`src/rtl/core/qpool_pkg.sv`:
```
// ----------------------------------------------------------------------------
// qpool_pkg
// Shared types and constants for the quota pool acquire/release core.
// ----------------------------------------------------------------------------
package qpool_pkg;

   // pool geometry
   localparam int NUM_LIMITERS = 4;
   localparam int COUNT_WIDTH  = 32;

   // field widths
   localparam int AMOUNT_WIDTH = 32;
   localparam int SEL_WIDTH    = 4;
   localparam int STATUS_WIDTH = 2;
   localparam int FAIL_WIDTH   = 2;
   localparam int CSR_DATA_WIDTH = 32;
   localparam int CSR_ADDR_WIDTH = 5;
   localparam int REQ_DATA_WIDTH = 40;
   localparam int RSP_DATA_WIDTH = 8;

   // compare width, wide enough for both a count and an amount
   localparam int CMP_WIDTH = (COUNT_WIDTH > AMOUNT_WIDTH) ? COUNT_WIDTH : AMOUNT_WIDTH;

   typedef enum logic {
      FUNC_ACQUIRE = 1'b0,
      FUNC_RELEASE = 1'b1
   } qpool_func_type;

   typedef enum logic [STATUS_WIDTH-1:0] {
      ST_DONE      = 2'd0,
      ST_REFUSED   = 2'd1,
      ST_SATURATED = 2'd2
   } qpool_status_type;

   // register index (byte address bits [4:2])
   typedef enum logic [2:0] {
      REG_LIMIT_ZERO  = 3'd0,
      REG_LIMIT_ONE   = 3'd1,
      REG_LIMIT_TWO   = 3'd2,
      REG_LIMIT_THREE = 3'd3,
      REG_BYPASS_MASK = 3'd4
   } qpool_reg_type;

   // operation broadcast to every limiter lane
   typedef struct packed {
      logic                    apply;
      qpool_func_type          func;
      logic [AMOUNT_WIDTH-1:0] amount;
   } qpool_op_type;

   // per-lane check results
   typedef struct packed {
      logic short_credit;
      logic would_saturate;
   } qpool_lane_stat_type;

endpackage

```
`src/rtl/core/quota_pool_acquire_release_core.sv`:
```
// ----------------------------------------------------------------------------
// quota_pool_acquire_release_core
// Pool of quota counters with all-or-nothing acquire and saturating release.
// ----------------------------------------------------------------------------
// Each request is held in the input register and its result in the result register.
// Throughput: one request per cycle while the response is not stalled; the
// counter read-modify-write of all limiters is done from the input register.
// Reset clears all limits, available counts, the bypass mask and all valid
// flags; the block accepts requests in the first cycle after reset.
module quota_pool_acquire_release_core (
   input  logic                                 clock,
   input  logic                                 reset,
   // request stream
   input  logic                                 req_tvalid,
   output logic                                 req_tready,
   // tdata: amount[31:0], member_mask[35:32], zero pad[39:36]
   input  logic [qpool_pkg::REQ_DATA_WIDTH-1:0] req_tdata,
   // tuser: func[0]
   input  logic                                 req_tuser,
   // response stream
   output logic                                 rsp_tvalid,
   input  logic                                 rsp_tready,
   // tdata: status[1:0], failed_index[3:2], zero pad[7:4]
   output logic [qpool_pkg::RSP_DATA_WIDTH-1:0] rsp_tdata,
   // configuration port
   input  logic                                 csr_psel,
   input  logic                                 csr_penable,
   input  logic                                 csr_pwrite,
   input  logic [qpool_pkg::CSR_ADDR_WIDTH-1:0] csr_paddr,
   input  logic [qpool_pkg::CSR_DATA_WIDTH-1:0] csr_pwdata,
   output logic [qpool_pkg::CSR_DATA_WIDTH-1:0] csr_prdata,
   output logic                                 csr_pready
);

   localparam int NL = qpool_pkg::NUM_LIMITERS;

   // input register
   logic                                 s1_valid_ff, s1_valid_in;
   qpool_pkg::qpool_func_type            s1_func_ff;
   logic [qpool_pkg::AMOUNT_WIDTH-1:0]   s1_amount_ff;
   logic [qpool_pkg::SEL_WIDTH-1:0]      s1_mask_ff;

   // result register
   logic                                 rsp_valid_ff, rsp_valid_in;
   qpool_pkg::qpool_status_type          rsp_status_ff, rsp_status_in;
   logic [qpool_pkg::FAIL_WIDTH-1:0]     rsp_failed_ff, rsp_failed_in;

   logic [qpool_pkg::SEL_WIDTH-1:0]      bypass_ff, bypass_in;

   logic                                 advance;
   logic                                 fire;
   logic                                 req_accept;
   logic                                 csr_wr;
   qpool_pkg::qpool_reg_type             reg_idx;
   logic                                 refused;
   logic                                 any_sat;

   logic [NL-1:0]                        active;
   logic [NL-1:0]                        lane_wr;
   qpool_pkg::qpool_lane_stat_type       lane_stat [NL];
   qpool_pkg::qpool_op_type              lane_op   [NL];
   logic [qpool_pkg::COUNT_WIDTH-1:0]    lane_limit [NL];
   logic [qpool_pkg::CSR_DATA_WIDTH-1:0] limit_rd  [qpool_pkg::SEL_WIDTH];
   logic [qpool_pkg::COUNT_WIDTH-1:0]    wr_count;

   // handshake
   assign advance    = !rsp_valid_ff || rsp_tready;
   assign req_tready = !s1_valid_ff || advance;
   assign fire       = s1_valid_ff && advance;
   assign req_accept = req_tvalid && req_tready;

   // configuration decode
   assign csr_pready = 1'b1;
   assign csr_wr     = csr_psel && csr_penable && csr_pwrite && csr_pready;
   assign reg_idx    = qpool_pkg::qpool_reg_type'(csr_paddr[4:2]);
   assign wr_count   = qpool_pkg::COUNT_WIDTH'(qpool_pkg::CMP_WIDTH'(csr_pwdata));

   always_comb begin
      bypass_in = bypass_ff;
      if (csr_wr && (reg_idx == qpool_pkg::REG_BYPASS_MASK)) begin
         bypass_in = csr_pwdata[qpool_pkg::SEL_WIDTH-1:0];
      end
   end

   // register readback
   always_comb begin
      unique case (reg_idx)
         qpool_pkg::REG_LIMIT_ZERO:  csr_prdata = limit_rd[0];
         qpool_pkg::REG_LIMIT_ONE:   csr_prdata = limit_rd[1];
         qpool_pkg::REG_LIMIT_TWO:   csr_prdata = limit_rd[2];
         qpool_pkg::REG_LIMIT_THREE: csr_prdata = limit_rd[3];
         qpool_pkg::REG_BYPASS_MASK:
            csr_prdata = qpool_pkg::CSR_DATA_WIDTH'(bypass_ff);
         default:                    csr_prdata = '0;
      endcase
   end

   // limiter lanes
   for (genvar g = 0; g < NL; g++) begin : g_lane
      if (g < qpool_pkg::SEL_WIDTH) begin : g_sel
         assign active[g]  = s1_mask_ff[g] && !bypass_ff[g];
         assign lane_wr[g] = csr_wr && (reg_idx == qpool_pkg::qpool_reg_type'(3'(g)));
      end else begin : g_unsel
         assign active[g]  = 1'b0;
         assign lane_wr[g] = 1'b0;
      end

      assign lane_op[g].apply  = fire && active[g] &&
                                 ((s1_func_ff == qpool_pkg::FUNC_RELEASE) || !refused);
      assign lane_op[g].func   = s1_func_ff;
      assign lane_op[g].amount = s1_amount_ff;

      qpool_lane u_lane (
         .clock       (clock),
         .reset       (reset),
         .wr_en       (lane_wr[g]),
         .wr_data     (wr_count),
         .op          (lane_op[g]),
         .stat        (lane_stat[g]),
         .limit_value (lane_limit[g])
      );
   end

   // limit readback per register slot
   for (genvar k = 0; k < qpool_pkg::SEL_WIDTH; k++) begin : g_rd
      if (k < NL) begin : g_have
         assign limit_rd[k] =
            qpool_pkg::CSR_DATA_WIDTH'(qpool_pkg::CMP_WIDTH'(lane_limit[k]));
      end else begin : g_none
         assign limit_rd[k] = '0;
      end
   end

   // refusal, lowest failing limiter and saturation
   always_comb begin
      refused       = 1'b0;
      any_sat       = 1'b0;
      rsp_failed_in = '0;
      for (int i = NL - 1; i >= 0; i--) begin
         if (active[i] && lane_stat[i].short_credit) begin
            refused       = 1'b1;
            rsp_failed_in = qpool_pkg::FAIL_WIDTH'(i);
         end
         if (active[i] && lane_stat[i].would_saturate) begin
            any_sat = 1'b1;
         end
      end
   end

   // result status
   always_comb begin
      rsp_status_in = qpool_pkg::ST_DONE;
      if (s1_func_ff == qpool_pkg::FUNC_ACQUIRE) begin
         if (refused) begin
            rsp_status_in = qpool_pkg::ST_REFUSED;
         end
      end else if (any_sat) begin
         rsp_status_in = qpool_pkg::ST_SATURATED;
      end
   end

   // valid flags
   always_comb begin
      s1_valid_in  = s1_valid_ff;
      rsp_valid_in = rsp_valid_ff;
      if (req_tready) begin
         s1_valid_in = req_tvalid;
      end
      if (advance) begin
         rsp_valid_in = s1_valid_ff;
      end
   end

   always_ff @(posedge clock) begin
      if (reset) begin
         s1_valid_ff  <= 1'b0;
         rsp_valid_ff <= 1'b0;
         bypass_ff    <= '0;
      end else begin
         s1_valid_ff  <= s1_valid_in;
         rsp_valid_ff <= rsp_valid_in;
         bypass_ff    <= bypass_in;
      end
   end

   // payload registers
   always_ff @(posedge clock) begin
      if (req_accept) begin
         s1_func_ff   <= qpool_pkg::qpool_func_type'(req_tuser);
         s1_amount_ff <= req_tdata[31:0];
         s1_mask_ff   <= req_tdata[35:32];
      end
      if (fire) begin
         rsp_status_ff <= rsp_status_in;
         rsp_failed_ff <= (rsp_status_in == qpool_pkg::ST_REFUSED) ? rsp_failed_in : '0;
      end
   end

   assign rsp_tvalid = rsp_valid_ff;
   assign rsp_tdata  = {4'b0000, rsp_failed_ff, rsp_status_ff};

endmodule

```
`src/rtl/core/qpool_lane.sv`:
```
// ----------------------------------------------------------------------------
// qpool_lane
// One limiter: holds its limit and available count, checks a request
// against them and applies the committed update.
// ----------------------------------------------------------------------------
module qpool_lane (
   input  logic                              clock,
   input  logic                              reset,
   input  logic                              wr_en,
   input  logic [qpool_pkg::COUNT_WIDTH-1:0] wr_data,
   input  qpool_pkg::qpool_op_type           op,
   output qpool_pkg::qpool_lane_stat_type    stat,
   output logic [qpool_pkg::COUNT_WIDTH-1:0] limit_value
);

   logic [qpool_pkg::COUNT_WIDTH-1:0] limit_ff;
   logic [qpool_pkg::COUNT_WIDTH-1:0] limit_in;
   logic [qpool_pkg::COUNT_WIDTH-1:0] count_ff;
   logic [qpool_pkg::COUNT_WIDTH-1:0] count_in;
   logic [qpool_pkg::COUNT_WIDTH-1:0] headroom;
   logic [qpool_pkg::CMP_WIDTH-1:0]   avail_ext;
   logic [qpool_pkg::CMP_WIDTH-1:0]   amount_ext;
   logic [qpool_pkg::CMP_WIDTH-1:0]   sum_ext;

   // checks against the current count
   always_comb begin
      avail_ext  = qpool_pkg::CMP_WIDTH'(count_ff);
      amount_ext = qpool_pkg::CMP_WIDTH'(op.amount);
      headroom   = (limit_ff >= count_ff) ? (limit_ff - count_ff) : '0;
      sum_ext    = avail_ext + amount_ext;
      stat.short_credit   = (avail_ext < amount_ext);
      stat.would_saturate = (amount_ext > qpool_pkg::CMP_WIDTH'(headroom));
   end

   // next count and limit
   always_comb begin
      limit_in = limit_ff;
      count_in = count_ff;
      if (wr_en) begin
         limit_in = wr_data;
         count_in = wr_data;
      end else if (op.apply) begin
         if (op.func == qpool_pkg::FUNC_ACQUIRE) begin
            count_in = count_ff - amount_ext[qpool_pkg::COUNT_WIDTH-1:0];
         end else if (stat.would_saturate) begin
            count_in = limit_ff;
         end else begin
            count_in = sum_ext[qpool_pkg::COUNT_WIDTH-1:0];
         end
      end
   end

   always_ff @(posedge clock) begin
      if (reset) begin
         limit_ff <= '0;
         count_ff <= '0;
      end else begin
         limit_ff <= limit_in;
         count_ff <= count_in;
      end
   end

   assign limit_value = limit_ff;

endmodule

```
`config.mk`:
```
export PLATFORM = sky130hd
export DESIGN_NAME = quota_pool_acquire_release_core
export DESIGN_NICKNAME = d
export VERILOG_FILES = /design/src/rtl/core/qpool_pkg.sv /design/src/rtl/core/quota_pool_acquire_release_core.sv /design/src/rtl/core/qpool_lane.sv
export SDC_FILE = /design/constraint.sdc
export NUM_CORES = 2
export LEC_CHECK = 0
export BUFFER_PORTS_ARGS = -buffer_cell sky130_fd_sc_hd__buf_2
export CORE_MARGIN = 2
export CORE_UTILIZATION = 60
export DETAILED_ROUTE_END_ITERATION = 10
export PLACE_DENSITY = 0.77
export SYNTH_ARGS = -nofsm -noshare
export SYNTH_HDL_FRONTEND = slang
export SYNTH_SLANG_ARGS = --single-unit
```
`constraint.sdc`:
```
create_clock -name clock -period 7.5 [get_ports clock]
set_input_delay 1.125 -clock clock [delete_from_list [all_inputs] [get_ports clock]]
set_output_delay 1.125 -clock clock [all_outputs]
set_load 0.1 [all_outputs]
```
==> impl_results.rst <==
.. list-table::
   :header-rows: 1

   * - Metric
     - Value
   * - Clk sinks
     - 303
   * - Data arrival time at the worst-slack endpoint
     - 7.43 ns
   * - Average instance area after synthesis
     - 7.30 sq um
   * - Cells taking the most area after synthesis
     - sky130_fd_sc_hd__ha_1 17%, sky130_fd_sc_hd__dfxtp_1 14%, sky130_fd_sc_hd__a21oi_1 8.0%
   * - Status
     - complete, no violations
   * - Die height
     - 252 microns
   * - Peak fanout along the critical path
     - 22
   * - Top achievable clock speed
     - 143 MHz
   * - Register bit total from synthesis
     - 303
   * - Post-route fraction of the period consumed by the critical path
     - 93.4%
   * - Post-DRT Antenna Nets
     - 0
   * - EDFF count, synth
     - 41
   * - Worst Hold Slack
     - 0.470 ns
   * - Routed wl met3
     - 14.6 mm
   * - Area Growth Syn to Fin
     - 6.56%
   * - Worst VDD drop
     - 182 uV
   * - Total clock buffers created by CTS
     - 40
   * - Pre-antenna DRT Iters
     - 6
   * - Placement Setup Slack
     - 0.657 ns
   * - Area of the die
     - 0.0637 sq mm
   * - Post-route total power
     - 0.00712 W
   * - Number of fill cells in the layout
     - 5645
   * - Std-Cell Core Area
     - 0.0614 sq mm
   * - Placed Instances
     - 5797
   * - Post-CTS setup-driven buffer insertion count
     - 0
   * - Unrepaired setup endpoints after global routing
     - no
   * - Number of design-rule violations left by the first detailed-router iteration
     - 4108
   * - Post-CTS clock slew at the launch and capture registers of the worst setup and hold paths
     - 0.06 ns
   * - Placed wire-length estimate
     - 104 mm
   * - Number of pins with negative max-slew slack in the final report
     - 0
   * - Total number of nets in the final design
     - 5654
   * - Register area share after synthesis
     - 17.5%
   * - Top cell type's share of synthesized area
     - 17.2%
   * - Area taken by multi-input logic gates
     - 0.0282 sq mm
   * - Reg2reg start
     - g_lane[3].u_lane.avail_ext[1]$_SDFFE_PP0P_
   * - Initial core utilization
     - 60.3%
   * - Die W
     - 252 microns
   * - Sequential standard cell area
     - 0.00648 sq mm
   * - Via count of the first global-routing pass
     - 35900
   * - Overall via count from detail_route
     - 38700
   * - Number of instances on the worst hold path
     - 2
   * - Final Instance Count excl. Fillers
     - 5871
   * - Average vias per placed instance
     - 6.59
   * - Most instantiated flip-flop cell in the synthesis netlist
     - sky130_fd_sc_hd__dfxtp_1
   * - Class of the most critical hold timing path
     - flip-flop to flip-flop
   * - Category of the critical setup timing path
     - flip-flop to flip-flop
   * - Total wire length
     - 132 mm
   * - Routed length on met2
     - 56.7 mm
   * - IO Count
     - 128
   * - Number of port buffers
     - 116
   * - Length of routed wiring on met1
     - 54.2 mm
   * - Total global routing track utilization
     - 40.4%
   * - TNS Setup
     - 0 ns
   * - Clock Path Buffers
     - 3
   * - Cell taking the most area after synthesis
     - sky130_fd_sc_hd__ha_1
   * - Endpoint of the worst register-to-register path
     - g_lane[3].u_lane.avail_ext[15]$_SDFFE_PP0P_
   * - Pwr per Cell Area
     - 180 mW/mm^2
   * - Remaining design rule violation count
     - 0
   * - Leakage
     - 16.7 nW
   * - Count of instances resized after the clock tree is built
     - 0
   * - Data required time of the worst path
     - 7.93 ns
   * - Setup crit start
     - g_lane[3].u_lane.avail_ext[1]$_SDFFE_PP0P_
   * - Type of element capturing the critical path
     - flip-flop
   * - Worst Setup Start Kind
     - flip-flop
   * - Cell count after synthesis
     - 5073
   * - Final Skew
     - 0.0266 ns
   * - Normalized max-slew margin
     - 20.4%
   * - Highest routed layer
     - met4
   * - Clock root buffer master
     - sky130_fd_sc_hd__clkbuf_16
   * - Logic depth of the worst register-to-register path
     - 27
   * - Start point of the worst hold path
     - bypass_ff[2]$_SDFFE_PP0P_
   * - Global-route wire length before repair
     - 201 mm
   * - Fraction of layout instances using a drive strength above 1
     - 7.54%
   * - Setup slack, reg-to-reg
     - 0.50 ns
   * - TritonCTS clock tree
     - done
   * - Distinct cells, synth
     - 103
   * - H-Tree Depth
     - 2
   * - Count of endpoints failing hold in the final timing report
     - 0
   * - Smallest setup slack after layout
     - 0.498 ns
   * - Maximum number of pins on one net before global-route repair
     - 157
   * - Worst min-delay path endpoint
     - bypass_ff[2]$_SDFFE_PP0P_
   * - Worst Max-Slew Pin Slew
     - 1.19 ns
   * - Shortest clock period the worst path allows after layout
     - 7.00 ns
   * - Post-CTS Hold Fix Bufs
     - 0
   * - Total standard cell area after synthesis
     - 0.0370 sq mm
   * - Number of failing setup endpoints in the final timing report
     - 0
   * - Std cell rows
     - 91
   * - Overflow left after global routing
     - 0
   * - Async set or reset register ratio after synthesis
     - 0%
   * - Antenna violations before repair
     - 1
   * - Number of warnings issued by yosys
     - 0
   * - Clock latency on the worst-skew pair
     - 0.59 ns
   * - Routed wirelength normalized by instance count
     - 22.5 microns
   * - Number of max-capacitance violations reported
     - 0
   * - Placer's final routability congestion estimate
     - 1.01
cells in the mapped netlist, drive strengths merged, types with 13 or more instances:
master and count:
a2111oi 18, a211o 33, a211oi 77, a21boi 17
a21o 145, a21oi 597, a221o 13, a221oi 21
a22oi 62, a311oi 18, a31o 23, a31oi 53
and2 19, and3 28, buf 84, clkbuf 189
dfxtp 262, edfxtp 41, ha 508, inv 310
mux2i 16, nand2 648, nand2b 65, nand3 90
nand4 53, nor2 375, nor2b 72, nor3 113
nor3b 13, nor4 33, o211ai 154, o21a 43
o21ai 255, o21bai 66, o221ai 20, o22ai 23
o311ai 15, o31a 15, o31ai 31, or2 21
or3 34, or4 14, xnor2 183, xor2 57
critical path, cell delays in order (launching register included):
cell	delay, ns
sky130_fd_sc_hd__dfxtp_1	0.40
sky130_fd_sc_hd__inv_1	0.16
sky130_fd_sc_hd__fa_1	0.50
sky130_fd_sc_hd__a21oi_1	0.22
sky130_fd_sc_hd__o211a_1	0.18
sky130_fd_sc_hd__o21bai_1	0.09
sky130_fd_sc_hd__a41o_1	0.29
sky130_fd_sc_hd__a41oi_1	0.32
sky130_fd_sc_hd__a31o_2	0.29
sky130_fd_sc_hd__o211ai_1	0.20
sky130_fd_sc_hd__o21ai_0	0.26
sky130_fd_sc_hd__a21oi_1	0.10
sky130_fd_sc_hd__a211o_1	0.42
sky130_fd_sc_hd__buf_4	0.28
sky130_fd_sc_hd__nor2b_1	0.17
sky130_fd_sc_hd__ha_1	0.27
sky130_fd_sc_hd__nand4_1	0.11
sky130_fd_sc_hd__nor4_1	0.69
sky130_fd_sc_hd__nand2b_1	0.18
sky130_fd_sc_hd__a22o_1	0.27
sky130_fd_sc_hd__buf_4	0.23
sky130_fd_sc_hd__nor2_1	0.11
sky130_fd_sc_hd__buf_4	0.28
sky130_fd_sc_hd__o21ai_0	0.13
sky130_fd_sc_hd__o21a_1	0.12
sky130_fd_sc_hd__o21ai_0	0.26
sky130_fd_sc_hd__o311a_1	0.23
sky130_fd_sc_hd__a211oi_1	0.05
layer usage:
layer	GRT usage [%]	up-vias
li1	-	18400
met1	53.6	18100
met2	63.0	1856
met3	7.98	286
met4	18.6	0
met5	0	-
flip-flops by register name (all words and copies together), names as in the netlist:
signal,flops
bypass_ff,4
rsp_failed_ff,2
s1_mask_ff,4
g_lane.u_lane.avail_ext,128
rsp_tvalid,1
s1_amount_ff,32
g_lane.u_lane.limit_value,128
s1_func_ff,1
s1_valid_ff,1
rsp_status_ff,2
cell usage in the layout, fill, tap and decap left out, drive strengths merged, types with 53 or more instances in the layout:
| cell | netlist | final |
|---|---|---|
| xor2 | 57 | 57 |
| a21o | 145 | 145 |
| o21bai | 66 | 66 |
| a31oi | 53 | 53 |
| nor3 | 113 | 113 |
| o211ai | 154 | 154 |
| dfxtp | 262 | 262 |
| a21oi | 597 | 597 |
| nand4 | 53 | 53 |
| ha | 508 | 508 |
| nand2b | 65 | 65 |
| o21ai | 255 | 255 |
| buf | 84 | 203 |
| nand3 | 90 | 90 |
| nor2 | 375 | 375 |
| inv | 310 | 316 |
| nor2b | 72 | 72 |
| a22oi | 62 | 62 |
| a211oi | 77 | 77 |
| nand2 | 648 | 648 |
| xnor2 | 183 | 183 |
| clkbuf | 189 | 59 |
stage by stage:
step | area, sq um | util (%)
after detailed placement | 38100 | 62.2
after CTS | 39500 | 64.3
final | 39500 | 64.3
after global placement | 38100 | 62.2
after floorplan | 37000 | -
after global routing | 39500 | 64.3
power by group:
group          internal (W)  total, W  switching (W)
clock network       0.00115   0.00196       0.000818
registers           0.00170   0.00176      0.0000620
logic               0.00129   0.00340        0.00211
kinds of logic after synthesis:
family / after synthesis / share of synthesized area, %
multiplexers: 22 / 0.615
AND/OR/NAND/NOR: 1603 / 19.9
other: 2 / 0.0203
buffers and inverters: 585 / 6.40
flip-flops: 303 / 17.5
AO/OA/AOI/OAI: 1798 / 32.1
XOR/XNOR: 240 / 5.68
adder cells (fa/ha/maj): 520 / 17.8
layout make-up:
type                            count  area share (%)
Antenna cell                        1         0.00634
Sequential cell                   303            16.4
Timing Repair Buffer              204            3.20
Clock inverter                     15           0.308
Multi-Input combinational cell   4188            71.6
Tap cell                          790            2.50
Inverter                          312            2.97
Clock buffer                       58            3.02
worst max-delay path by stage:
stage	cells past startpoint	to	slack, ns
final	27	g_lane[3].u_lane.avail_ext[15]$_SDFFE_PP0P_	0.50
after global routing	25	g_lane[2].u_lane.avail_ext[7]$_SDFFE_PP0P_	0.11
after CTS	27	g_lane[2].u_lane.avail_ext[25]$_SDFFE_PP0P_	0.64
after detailed placement	27	g_lane[2].u_lane.avail_ext[25]$_SDFFE_PP0P_	0.66
after global placement	27	g_lane[2].u_lane.avail_ext[25]$_SDFFE_PP0P_	0.65
after floorplan	25	g_lane[2].u_lane.avail_ext[26]$_SDFFE_PP0P_	1.54
Power figures use the tool's default switching activity.
